===== config.mk =====
export PLATFORM = sky130hd
export DESIGN_NAME = rtc_raw_to_local_time
export DESIGN_NICKNAME = d
export VERILOG_FILES = /design/src/rtl/core/rtclt_pkg.sv /design/src/rtl/core/rtclt_decode.sv /design/src/rtl/core/rtc_raw_to_local_time.sv
export SDC_FILE = /design/constraint.sdc
export NUM_CORES = 1
export LEC_CHECK = 0
export ABC_AREA = 1
export ABC_CLOCK_PERIOD_IN_PS = 7200
export BUFFER_PORTS_ARGS = -buffer_cell sky130_fd_sc_hd__buf_2
export CAP_MARGIN = 20
export CORE_ASPECT_RATIO = 0.8
export CORE_UTILIZATION = 26
export CTS_CLUSTER_DIAMETER = 150
export CTS_CLUSTER_SIZE = 14
export DETAILED_ROUTE_END_ITERATION = 10
export SETUP_SLACK_MARGIN = 0.05
export SLEW_MARGIN = 30
export SYNTH_ARGS = -nofsm -noshare
export SYNTH_HDL_FRONTEND = slang
export SYNTH_SLANG_ARGS = --single-unit

===== constraint.sdc =====
create_clock -name clk -period 7.2 [get_ports clk]
set_input_delay 1.44 -clock clk [delete_from_list [all_inputs] [get_ports clk]]
set_output_delay 1.44 -clock clk [all_outputs]
set_load 0.03 [all_outputs]

===== src/rtl/core/rtclt_pkg.sv =====
// Shared types and constants for the raw clock snapshot to local time converter.
`timescale 1ns / 1ps

package rtclt_pkg;

	localparam logic signed [4:0] TZ_RESET_HOURS = 5'sd8;
	localparam logic [7:0] DEFAULT_CENTURY = 8'd20;

	localparam logic [7:0] MONTH_LEN [12] = '{
		8'd31, 8'd28, 8'd31, 8'd30, 8'd31, 8'd30,
		8'd31, 8'd31, 8'd30, 8'd31, 8'd30, 8'd31
	};

	typedef enum logic [1:0] {
		SHIFT_NONE,
		SHIFT_UP,
		SHIFT_DN
	} shift_t;

	typedef struct packed {
		logic [7:0] raw_second;
		logic [7:0] raw_minute;
		logic [7:0] raw_hour;
		logic [7:0] raw_day;
		logic [7:0] raw_month;
		logic [7:0] raw_year;
		logic [7:0] raw_century;
		logic [7:0] raw_weekday;
		logic       binary_mode;
		logic       hour_24_mode;
	} raw_time_t;

	typedef struct packed {
		logic [15:0] local_year;
		logic [7:0]  local_month;
		logic [7:0]  local_day;
		logic [4:0]  local_hour;
		logic [7:0]  local_minute;
		logic [7:0]  local_second;
		logic [7:0]  local_weekday;
	} local_time_t;

	// decoded snapshot, hour already offset; date not yet rolled
	typedef struct packed {
		logic [15:0] year;
		logic [7:0]  month;
		logic [7:0]  day;
		logic [4:0]  hour;
		logic [7:0]  minute;
		logic [7:0]  second;
		logic [7:0]  weekday;
		logic        leap;
		shift_t      shift;
	} dec_time_t;

endpackage


===== src/rtl/core/rtclt_decode.sv =====
// Field decode, 12/24-hour conversion, hour offset, leap year and weekday shift.
`timescale 1ns / 1ps

module rtclt_decode (
	input  rtclt_pkg::raw_time_t  raw,
	input  logic signed [4:0]     tz_offset_hours,
	output rtclt_pkg::dec_time_t  dec
);

	function automatic logic [7:0] bcd8(input logic [7:0] v, input logic bin);
		logic [7:0] r;
		if (bin) begin
			r = v;
		end else begin
			r = 8'(v[3:0]) + 8'(v[7:4]) * 8'd10;
		end
		return r;
	endfunction

	logic              pm;
	logic [7:0]        hr_pre;
	logic [7:0]        hr_dec;
	logic [7:0]        hr_12;
	logic [4:0]        hr_sat;
	logic signed [6:0] h_sum;
	logic [7:0]        cen_dec;
	logic [7:0]        yr_dec;
	logic [7:0]        yr_mod;
	logic [1:0]        yr_hund;
	logic [1:0]        cen_lsb;
	logic [7:0]        wd_dec;

	always_comb begin
		pm     = !raw.hour_24_mode && raw.raw_hour[7];
		hr_pre = raw.hour_24_mode ? raw.raw_hour : {1'b0, raw.raw_hour[6:0]};
		hr_dec = bcd8(hr_pre, raw.binary_mode);

		hr_12 = hr_dec;
		if (!raw.hour_24_mode) begin
			if (pm) begin
				if (hr_dec < 8'd12) hr_12 = hr_dec + 8'd12;
			end else if (hr_dec == 8'd12) begin
				hr_12 = 8'd0;
			end
		end
		hr_sat = (hr_12 > 8'd23) ? 5'd23 : hr_12[4:0];

		h_sum = $signed({2'b00, hr_sat}) + $signed({{2{tz_offset_hours[4]}}, tz_offset_hours});
		dec.shift = rtclt_pkg::SHIFT_NONE;
		dec.hour  = h_sum[4:0];
		if (h_sum >= 7'sd24) begin
			dec.shift = rtclt_pkg::SHIFT_UP;
			dec.hour  = 5'(h_sum - 7'sd24);
		end else if (h_sum < 7'sd0) begin
			dec.shift = rtclt_pkg::SHIFT_DN;
			dec.hour  = 5'(h_sum + 7'sd24);
		end

		cen_dec = (raw.raw_century == 8'd0) ? rtclt_pkg::DEFAULT_CENTURY
			: bcd8(raw.raw_century, raw.binary_mode);
		yr_dec  = bcd8(raw.raw_year, raw.binary_mode);

		// year mod 100 and year / 100 from the two-digit byte alone
		if (yr_dec >= 8'd200) begin
			yr_mod  = yr_dec - 8'd200;
			yr_hund = 2'd2;
		end else if (yr_dec >= 8'd100) begin
			yr_mod  = yr_dec - 8'd100;
			yr_hund = 2'd1;
		end else begin
			yr_mod  = yr_dec;
			yr_hund = 2'd0;
		end
		cen_lsb  = cen_dec[1:0] + yr_hund;
		dec.leap = ((yr_mod != 8'd0) && (yr_mod[1:0] == 2'd0))
			|| ((yr_mod == 8'd0) && (cen_lsb == 2'd0));
		dec.year = 16'(cen_dec) * 16'd100 + 16'(yr_dec);

		dec.month  = bcd8(raw.raw_month, raw.binary_mode);
		dec.day    = bcd8(raw.raw_day, raw.binary_mode);
		dec.minute = bcd8(raw.raw_minute, raw.binary_mode);
		dec.second = bcd8(raw.raw_second, raw.binary_mode);

		wd_dec      = bcd8(raw.raw_weekday, raw.binary_mode);
		dec.weekday = wd_dec;
		if ((wd_dec >= 8'd1) && (wd_dec <= 8'd7)) begin
			unique case (dec.shift)
				rtclt_pkg::SHIFT_UP: dec.weekday = (wd_dec == 8'd7) ? 8'd1 : wd_dec + 8'd1;
				rtclt_pkg::SHIFT_DN: dec.weekday = (wd_dec == 8'd1) ? 8'd7 : wd_dec - 8'd1;
				default:             dec.weekday = wd_dec;
			endcase
		end
	end

endmodule


===== src/rtl/core/rtc_raw_to_local_time.sv =====
// Top level: raw clock register snapshot to local calendar time.
`timescale 1ns / 1ps

// One request per clock is taken whenever start is high; busy never rises.
// Each request yields one result, shown on result for one cycle with done
// high, after passing the input register, then decode and date roll into the
// result register. The receiver cannot stall, so results must be taken as
// they appear. tz_offset_hours is written through cfg_valid / cfg_data
// (always ready), resets to +8, and must only change while no request is in
// flight.
module rtc_raw_to_local_time (
	input  logic                    clk,
	input  logic                    arst_n,
	input  logic                    start,
	output logic                    busy,
	input  rtclt_pkg::raw_time_t    raw,
	output logic                    done,
	output rtclt_pkg::local_time_t  result,
	input  logic                    cfg_valid,
	output logic                    cfg_ready,
	input  logic signed [4:0]       cfg_data
);

	function automatic logic [7:0] days_in(input logic [7:0] m, input logic leap);
		logic [7:0] d;
		if ((m < 8'd1) || (m > 8'd12)) begin
			d = 8'd31;
		end else if ((m == 8'd2) && leap) begin
			d = 8'd29;
		end else begin
			d = rtclt_pkg::MONTH_LEN[4'(m - 8'd1)];
		end
		return d;
	endfunction

	logic signed [4:0]       tz_q;
	rtclt_pkg::raw_time_t    raw_s1;
	logic                    vld_s1;
	rtclt_pkg::dec_time_t    dec;
	rtclt_pkg::local_time_t  res;
	rtclt_pkg::local_time_t  res_s2;
	logic                    vld_s2;
	logic [7:0]              prev_mon;

	assign busy      = 1'b0;
	assign cfg_ready = 1'b1;

	always_ff @(posedge clk or negedge arst_n) begin
		if (!arst_n) begin
			tz_q <= rtclt_pkg::TZ_RESET_HOURS;
		end else if (cfg_valid && cfg_ready) begin
			tz_q <= cfg_data;
		end
	end

	always_ff @(posedge clk or negedge arst_n) begin
		if (!arst_n) begin
			vld_s1 <= 1'b0;
			vld_s2 <= 1'b0;
		end else begin
			vld_s1 <= start && !busy;
			vld_s2 <= vld_s1;
		end
	end

	always_ff @(posedge clk) begin
		if (start && !busy) raw_s1 <= raw;
		if (vld_s1) res_s2 <= res;
	end

	rtclt_decode u_decode (
		.raw             (raw_s1),
		.tz_offset_hours (tz_q),
		.dec             (dec)
	);

	// day carry / borrow into month and year
	always_comb begin
		prev_mon           = (dec.month == 8'd1) ? 8'd12 : dec.month - 8'd1;
		res.local_year     = dec.year;
		res.local_month    = dec.month;
		res.local_day      = dec.day;
		res.local_hour     = dec.hour;
		res.local_minute   = dec.minute;
		res.local_second   = dec.second;
		res.local_weekday  = dec.weekday;
		unique case (dec.shift)
			rtclt_pkg::SHIFT_UP: begin
				if (dec.day < days_in(dec.month, dec.leap)) begin
					res.local_day = dec.day + 8'd1;
				end else begin
					res.local_day = 8'd1;
					if (dec.month == 8'd12) begin
						res.local_month = 8'd1;
						res.local_year  = dec.year + 16'd1;
					end else begin
						res.local_month = dec.month + 8'd1;
					end
				end
			end
			rtclt_pkg::SHIFT_DN: begin
				if (dec.day > 8'd1) begin
					res.local_day = dec.day - 8'd1;
				end else begin
					res.local_month = prev_mon;
					res.local_day   = days_in(prev_mon, dec.leap);
					if (dec.month == 8'd1) res.local_year = dec.year - 16'd1;
				end
			end
			default: begin
				res.local_day = dec.day;
			end
		endcase
	end

	assign done   = vld_s2;
	assign result = res_s2;

endmodule

==> results.md, run 1 <==
* Status: complete, no violations
* Total CTS buffers at 17
* Routed WL at 31.5 mm
* I/O pin count at 139
* First-pass GRT wire length at 49.0 mm
* XOR/XNOR Fraction of Synth Area at 5.17%
* Post-synth top area cell: edfxtp_1
* R2R depth at 35
* Cell repeated most along the worst path: inv_1
* Slew Viols, Final at 0
* Htree depth at 4
* Hold WC Path Type: reg2reg
* Max transition margin at 36.6%
* Fin. Hold Viols at 0
* Setup_tns at 0 ps
* Drt wl/cell at 14.5 um
* Clk_skew at 20.4 ps
* Area Overhead vs Synth at 16.6%
* Overflow after GRT at 0
* Vias/cell at 4.61
* Synth top area share at 32.7%
* Post-route ant nets at 0
* Buffers added on ports at 136
* Largest net degree at the start of global routing at 68
* Most frequent cell after synthesis: nand2_1
* Syn Area/Cell at 8.19 um^2
* Clock root buffer: clkbuf_16
* Unique masters post-synth at 66
* Dominant synthesized flop cell: edfxtp_1
* Fin crit share at 89.6%
* Yosys warning total at 0
* Layout cells sized above 1 at 16.4%
* Maximum root-to-sink buffer count at 2
* Global-route usage over all layers at 13.8%
* Final GP Congestion at 0.903
* Hold worst-path end: result[16]$_DFFE_PP_
* Via count at 10.0k
* First drt pass iteration count at 5
* Fill count at 4669
* FF-to-FF End: result[28]$_DFFE_PP_
* Sequential area share after synthesis at 34.2%
* Crit Path Category: reg2reg
* Initial DRC Count at 629
* Worst-path clk slew at 60 ps
* Cts repair resizes at 0
* Static Leakage at 6.12 nW
* Max Cap Viol at 0
* Multiplexer share of the synthesized area at 0.289%
* Largest family of logic cells by synthesized area: simple AND/OR/NAND/NOR gates
* Starting density of the core at 26.3%
* Synth async-reset ratio at 5.22%
* Post-synthesis cell area at 11700 um^2
* Worst path max stage delay at 420 ps
* Final Util at 30.7%
* Cells after Synth at 1426
* RSZ-0062 raised after global routing: no
* Flops & latches, synth at 134
* WHS Path Cells at 0
* Hold Buf Count CTS at 0
* Synth Area in Compound Gates at 12.2%
* Clk Latency, worst-skew pair at 460 ps
* Sequential Area at 3990 um^2
* Synth top cells by count: 292 x nand2_1, 188 x inv_1, 127 x edfxtp_1
* Crit-path slowest cell: edfxtp_1
* Hold Crit Start: raw_s1[50]$_DFFE_PP_
* Peak VDD IR at 0.250 mV
* Clk sink count at 134
* Worst Path Required at 7400 ps
* Net Count, Synth at 1644
* Nets at 1775
* DRC violations left at 0
* Crit Path Max Fanout at 21
* # setup viols final at 0
* Worst Path Arrival at 6650 ps
* Setup slack, reg-to-reg at 750 ps
* CTS tree: built
* Full die area at 45800 um^2
* EDFF count, synth at 127
* CP Launch Type: flip-flop
* Crit. End Element: flip-flop
* Die height at 192 um
* Post-CTS Setup Inserts at 0
* Pwr dens at 364 nW/um^2
* Post-DP HPWL at 24.6 mm
* Worst-Margin Slew at 944 ps
* Row Count at 69
* Post-synthesis adder-cell area fraction at 16.7%
* Number of global-route vias before repair at 9278
* Area contributors post-synth: edfxtp_1 33%, ha_1 13%, nand2_1 9.4%
* Antenna violations before repair at 8
* Die X at 239 um
* R2R Path Start: raw_s1[49]$_DFFE_PP_
* Area of the multi-input gates at 6740 um^2
* F_max at 155 MHz
* Area of the core at 44400 um^2
* Min cycle time layout at 6450 ps
* Simple-Gate Fraction of Synth Area at 23.2%
==> logic make-up (layout without fill, tap and decap cells) <==
group	count (synthesis)	count (layout)
flip-flops	134	134
other	2	7
buffers and inverters	237	381
XOR/XNOR	69	69
multiplexers	3	3
adder cells (fa/ha/maj)	143	143
AND/OR/NAND/NOR	608	608
AO/OA/AOI/OAI	230	230
==> worst max path at each step <==
stage / start / end / cells past startpoint
finish: raw_s1[49]$_DFFE_PP_ / result[28]$_DFFE_PP_ / 35
global route: raw_s1[0]$_DFFE_PP_ / result[42]$_DFFE_PP_ / 38
CTS: raw_s1[49]$_DFFE_PP_ / result[28]$_DFFE_PP_ / 35
detailed placement: raw_s1[49]$_DFFE_PP_ / result[28]$_DFFE_PP_ / 35
global placement: raw_s1[49]$_DFFE_PP_ / result[28]$_DFFE_PP_ / 33
floorplan: raw_s1[49]$_DFFE_PP_ / result[50]$_DFFE_PP_ / 33
==> worst max-delay path: cells and delay by family, from the launching register on <==
family                   cells  cell delay (ps)
AND/OR/NAND/NOR             12             1570
adder cells (fa/ha/maj)      5             1480
buffers and inverters        9             1280
AO/OA/AOI/OAI                8             1270
flip-flops                   1              420
XOR/XNOR                     1              170
==> registers in the layout, indices dropped and copies added, names as in the netlist <==
signal  flops
raw_s1     66
done        1
vld_s1      1
tz_q        5
result     61
==> metal layers <==
layer	GRT usage [%]	wire (um)	vias up
met5	0	63	-
met4	4.44	565	10
met3	3.97	2220	40
met2	20.5	13400	297
met1	19.2	15300	4615
li1	-	-	5073
==> cell type report <==
cell class	instances	share of cell area, %
multi-input combinational	1055	49.4
sequential	134	29.3
timing repair buffer	150	5.81
tap	603	5.54
inverter	199	5.50
clock buffer	20	3.35
clock inverter	12	0.955
antenna	5	0.0918
==> power by group <==
part / switching [mW] / internal (mW)
sequential: 0.0757 / 1.04
combinational: 1.99 / 0.962
clock: 0.366 / 0.526
total: 2.43 / 2.53
==> per-stage QoR <==
stage | instances | hold WS (ps) | setup slack, ps | cell area (um^2) | total power [mW]
after detailed placement | 2141 | 405 | 814 | 13000 | 4.04
after CTS | 2173 | 420 | 798 | 13600 | 4.96
after global routing | 2173 | 424 | 237 | 13600 | 5.35
after global placement | 2141 | 400 | 1010 | 13000 | 3.99
final | 2178 | 418 | 748 | 13600 | 4.96
after floorplan | 1426 | 400 | 1730 | 11700 | 3.24
==> placed cells by master, fill, tap and decap left out, types with 10 or more instances in the layout <==
cell	n
a21oi_1	47
buf_2	135
buf_4	14
clkbuf_16	17
edfxtp_1	127
fa_1	21
ha_1	122
inv_1	188
nand2_1	292
nand2_2	10
nand3_1	86
nand4_1	14
nor2_1	121
nor3_1	29
o211ai_1	27
o21ai_0	78
o21ai_1	21
or2_2	15
xnor2_1	21
xor2_1	48
(Power assumes the default switching activity.)
==> run 2, diff against run 1 <==
Settings changed: ABC_CLOCK_PERIOD_IN_PS 7200 to 6900.
Clock period 7.2 ns to 6.9 ns, I/O delays scaled along.
==> results.md, run 2 (same netlist as run 1, synthesis figures left out) <==
* Fin crit share at 89.8%
* Final GP Congestion at 0.941
* Post-DP HPWL at 24.3 mm
* WHS Path Cells at 0
* Total CTS buffers at 17
* Antenna violations before repair at 10
* Crit Path Category: reg2reg
* Initial DRC Count at 855
* Pwr dens at 379 nW/um^2
* Crit-path slowest cell: fa_1
* P_sw at 2.53 mW
* Worst-path clk slew at 70 ps
* Fill count at 4687
* CP Launch Type: flip-flop
* # setup viols final at 0
* RSZ-0062 raised after global routing: no
* Clock root buffer: clkbuf_16
* Area of the core at 44400 um^2
* Hold Crit Start: raw_s1[58]$_DFFE_PP_
* Row Count at 69
* Largest net degree at the start of global routing at 68
* Post-route ant nets at 0
* Setup slack, reg-to-reg at 710 ps
* CTS tree: built
* Static Leakage at 6.15 nW
* Clk Latency, worst-skew pair at 450 ps
* Global-route usage over all layers at 14.2%
* Fin. Hold Viols at 0
* Drt wl/cell at 14.6 um
* Hold worst-path end: result[8]$_DFFE_PP_
* Max reg flops at 66
* Full die area at 45800 um^2
* Part of the power in combinational logic at 59.1%
* Crit Path Max Fanout at 26
* FF-to-FF End: result[33]$_DFFE_PP_
* Worst Path Arrival at 6380 ps
* Vias/cell at 4.60
* Min cycle time layout at 6190 ps
* Largest Register: raw_s1
* Overflow after GRT at 0
* Sequential Area at 3990 um^2
* Sequential share of power at 22.7%
* Status: complete, no violations
* Setup_tns at 0 ps
* Slew Viols, Final at 0
* Most frequent cells in the layout: 291 x nand2_1, 186 x inv_1, 135 x buf_2
* Clk sink count at 134
* Worst Path Required at 7090 ps
* Clk pwr share at 18.3%
* Worst setup margin at 705 ps
* Internal Pwr Total at 2.66 mW
* Max transition margin at 44.1%
* Htree depth at 4
* Clk_skew at 14.3 ps
* Crit. End Element: flip-flop
* Routed WL at 31.8 mm
* Area Overhead vs Synth at 17.2%
* Max Cap Viol at 0
* Die X at 239 um
* Peak VDD IR at 0.200 mV
* DP Worst Slack at 459 ps
* I/O pin count at 139
* F_max at 161 MHz
* Maximum root-to-sink buffer count at 2
* R2R depth at 35
* Hold WC Path Type: reg2reg
* Switching share of total power at 48.7%
* Dpl cell area at 13000 um^2
* Area of the multi-input gates at 6740 um^2
* Starting density of the core at 26.3%
* First drt pass iteration count at 6
* Cell repeated most along the worst path: inv_1
* Number of global-route vias before repair at 9549
* Nets at 1781
* Worst-Margin Slew at 835 ps
* Layout cells sized above 1 at 16.7%
* R2R Path Start: raw_s1[49]$_DFFE_PP_
* DRC violations left at 0
* Cell area after layout at 13700 um^2
* Buffers added on ports at 136
* First-pass GRT wire length at 50.8 mm
* Most common cell after layout, fill and taps aside: nand2_1
* Via count at 10.0k
* Worst path max stage delay at 530 ps
* Die height at 192 um
==> run 2: changes by cell type in the layout (fill, tap and decap cells not counted), sizes merged <==
| cell | change |
|---|---|
| clkbuf | -2 |
| bufinv | +1 |
| buf | +5 |
| diode | -2 |
| clkinv | +2 |
==> run 2: metrics by stage <==
step	cells	hold slack, ps	util, %	total power [mW]
2_1_floorplan	1426	400	-	3.38
3_3_place_gp	2142	404	29.3	4.12
3_5_place_dp	2142	418	29.3	4.19
4_1_cts	2174	433	30.7	5.16
5_1_grt	2179	432	30.8	5.63
6_report	2182	426	30.8	5.18
==> run 2: critical path: cells and delay by family, from the launching register on <==
kind	cells	cell delay (ps)
buffers and inverters	10	1040
AND/OR/NAND/NOR	12	1750
XOR/XNOR	1	160
adder cells (fa/ha/maj)	5	1580
flip-flops	1	430
AO/OA/AOI/OAI	7	930
==> run 2: cell type report <==
class	instances	share of cell area, %
clock inverter	14	1.15
inverter	199	5.53
timing repair inverter	1	0.0366
multi-input combinational	1055	49.2
sequential	134	29.2
antenna	3	0.0548
clock buffer	18	3.14
tap	603	5.51
timing repair buffer	155	6.18
==> run 2: metal layers <==
layer	vias to the layer above	part of all wire (%)	global-route usage, %
met3	44	7.0	3.39
met5	-	0.27	0
met2	308	43	21.5
met4	14	1.7	4.29
li1	5076	-	-
met1	4590	48	19.8
==> run 2: worst max-delay path by stage <==
stage,start,to,slack (ps)
6_report,raw_s1[49]$_DFFE_PP_,result[33]$_DFFE_PP_,710
5_1_grt,raw_s1[16]$_DFFE_PP_,result[59]$_DFFE_PP_,50
4_1_cts,raw_s1[49]$_DFFE_PP_,result[28]$_DFFE_PP_,450
3_5_place_dp,raw_s1[49]$_DFFE_PP_,result[28]$_DFFE_PP_,460
3_3_place_gp,raw_s1[49]$_DFFE_PP_,result[28]$_DFFE_PP_,670
2_1_floorplan,raw_s1[49]$_DFFE_PP_,result[50]$_DFFE_PP_,1430
==> run 2: repair_timing <==
action / in CTS / in global routing
setup buffers: 0 / 4
setup endpoints to repair: 0 / 17
gates resized for setup: 0 / 5
hold endpoints to repair: 0 / 0
hold buffers: 0 / 0
==> run 2: power by group through the flow <==
stage | registers (mW) | clock network, mW | logic, mW
detailed placement | 1.20 | 0 | 2.99
CTS | 1.18 | 0.977 | 3.00
floorplan | 1.35 | 0 | 2.03
global placement | 1.20 | 0 | 2.92
global route | 1.19 | 1.00 | 3.43
finish | 1.17 | 0.947 | 3.06
==> run 3, diff against run 2 <==
Settings changed: CTS_CLUSTER_SIZE 14 to not set, PLACE_DENSITY set to 0.43.
==> results.md, run 3 (same netlist as run 1, synthesis figures left out) <==
* Finished Layout Cells at 2183
* Overall Power at 5.21 mW
* Vias/cell at 4.49
* Cts repair resizes at 0
* Clk_skew at 13.2 ps
* Most frequent cells in the layout: 292 x nand2_1, 188 x inv_1, 135 x buf_2
* Full die area at 45800 um^2
* Htree depth at 4
* Crit-path slowest cell: fa_1
* Clock root buffer: clkbuf_16
* Overflow after GRT at 0
* Setup slack, reg-to-reg at 660 ps
* Hold slack at 421 ps
* DP Worst Slack at 737 ps
* Clk Latency, worst-skew pair at 460 ps
* Drt wl/cell at 15.0 um
* First-pass GRT wire length at 51.5 mm
* Die X at 239 um
* DRC violations left at 0
* Row Count at 69
* Total CTS buffers at 17
* I/O pin count at 139
* Post-CTS Setup Inserts at 0
* Die height at 192 um
* F_max at 160 MHz
* Hold Crit Start: raw_s1[50]$_DFFE_PP_
* Max transition margin at 39.3%
* Placed insts at 2147
* Crit Path Max Fanout at 21
* Starting density of the core at 26.3%
* Worst-path clk slew at 70 ps
* First drt pass iteration count at 6
* Worst Path Arrival at 6450 ps
* Post-DP HPWL at 25.3 mm
* R2R depth at 33
* Most common cell after layout, fill and taps aside: nand2_1
* FF-to-FF End: result[28]$_DFFE_PP_
* Largest Register: raw_s1
* Area of the core at 44400 um^2
* Min cycle time layout at 6240 ps
* Crit. End Element: flip-flop
* Slew Viols, Final at 0
* Routed WL at 32.8 mm
* Nets at 1781
* Crit Path Category: reg2reg
* CTS tree: built
* Global-route usage over all layers at 14.7%
* Fin. Hold Viols at 0
* Antenna violations before repair at 10
* Layout cells sized above 1 at 16.7%
* Static Leakage at 6.17 nW
* Via count at 9811
* Cell repeated most along the worst path: inv_1
* Final GP Congestion at 0.893
* WHS Path Cells at 0
* CP Launch Type: flip-flop
* Hold worst-path end: result[16]$_DFFE_PP_
* RSZ-0062 raised after global routing: no
* Worst setup margin at 662 ps
* Clk sink count at 134
* Setup_tns at 0 ps
* Area Overhead vs Synth at 17.1%
* Worst path max stage delay at 540 ps
* Worst Path Required at 7110 ps
* Post-route ant nets at 0
* Maximum root-to-sink buffer count at 2
* Max Cap Viol at 0
* Peak VDD IR at 0.180 mV
* Worst-Margin Slew at 910 ps
* Fin crit share at 90.4%
* # setup viols final at 0
* Largest net degree at the start of global routing at 64
* Number of global-route vias before repair at 9388
* R2R Path Start: raw_s1[49]$_DFFE_PP_
* Hold WC Path Type: reg2reg
* Max reg flops at 66
* Initial DRC Count at 593
* Hold Buf Count CTS at 0
* Pwr dens at 381 nW/um^2
* Buffers added on ports at 136
* Status: complete, no violations
run 3: cell types whose count changed in the layout (fill, tap and decap cells not counted), sizes merged:
cell / before / now
buf: 155 / 156
clkinv: 8 / 7
diode: 3 / 4
inv: 198 / 201
clkinvlp: 5 / 2
run 3: report_power, final:
| part | leakage (nW) | internal [mW] | switching, mW | total [mW] |
|---|---|---|---|---|
| Clock | 0.293 | 0.572 | 0.400 | 0.972 |
| Sequential | 1.33 | 1.09 | 0.0713 | 1.16 |
| Combinational | 4.55 | 1.03 | 2.04 | 3.08 |
run 3: how the worst max path moves through the flow:
stage | from | to | depth (start not counted)
4_1_cts | raw_s1[16]$_DFFE_PP_ | result[59]$_DFFE_PP_ | 30
6_report | raw_s1[49]$_DFFE_PP_ | result[28]$_DFFE_PP_ | 33
3_5_place_dp | raw_s1[16]$_DFFE_PP_ | result[59]$_DFFE_PP_ | 30
3_3_place_gp | raw_s1[49]$_DFFE_PP_ | result[28]$_DFFE_PP_ | 33
2_1_floorplan | raw_s1[49]$_DFFE_PP_ | result[50]$_DFFE_PP_ | 33
5_1_grt | raw_s1[49]$_DFFE_PP_ | result[28]$_DFFE_PP_ | 33
run 3: area by class of cell:
type | count | area, um^2
Fill cell | 4764 | 30700
Multi-Input combinational cell | 1055 | 6740
Sequential cell | 134 | 3990
Timing Repair Buffer | 156 | 833
Tap cell | 603 | 754
Inverter | 199 | 749
Clock buffer | 18 | 429
Clock inverter | 14 | 175
Antenna cell | 4 | 10.0
run 3: critical path, delay by kind of cell, from the launching register on:
kind / cells / cell delay [ps]
simple gates: 11 / 1620
fa+ha+maj: 5 / 1590
compound gates: 6 / 1130
buf+inv: 10 / 1070
xor+xnor: 1 / 150
flops: 1 / 420
run 3: metal layers:
layer	up-vias	share of wire, %	GRT usage, %
met5	-	0.20	0
met4	12	1.2	3.92
met3	30	7.1	4.49
met2	237	42	21.6
met1	4454	50	20.6
li1	5078	-	-
run 3: per-stage QoR:
stage	instance area (um^2)	utilization, %
2_1_floorplan	11700	-
3_3_place_gp	13100	29.4
3_5_place_dp	13100	29.4
4_1_cts	13700	30.8
5_1_grt	13700	30.8
6_report	13700	30.8
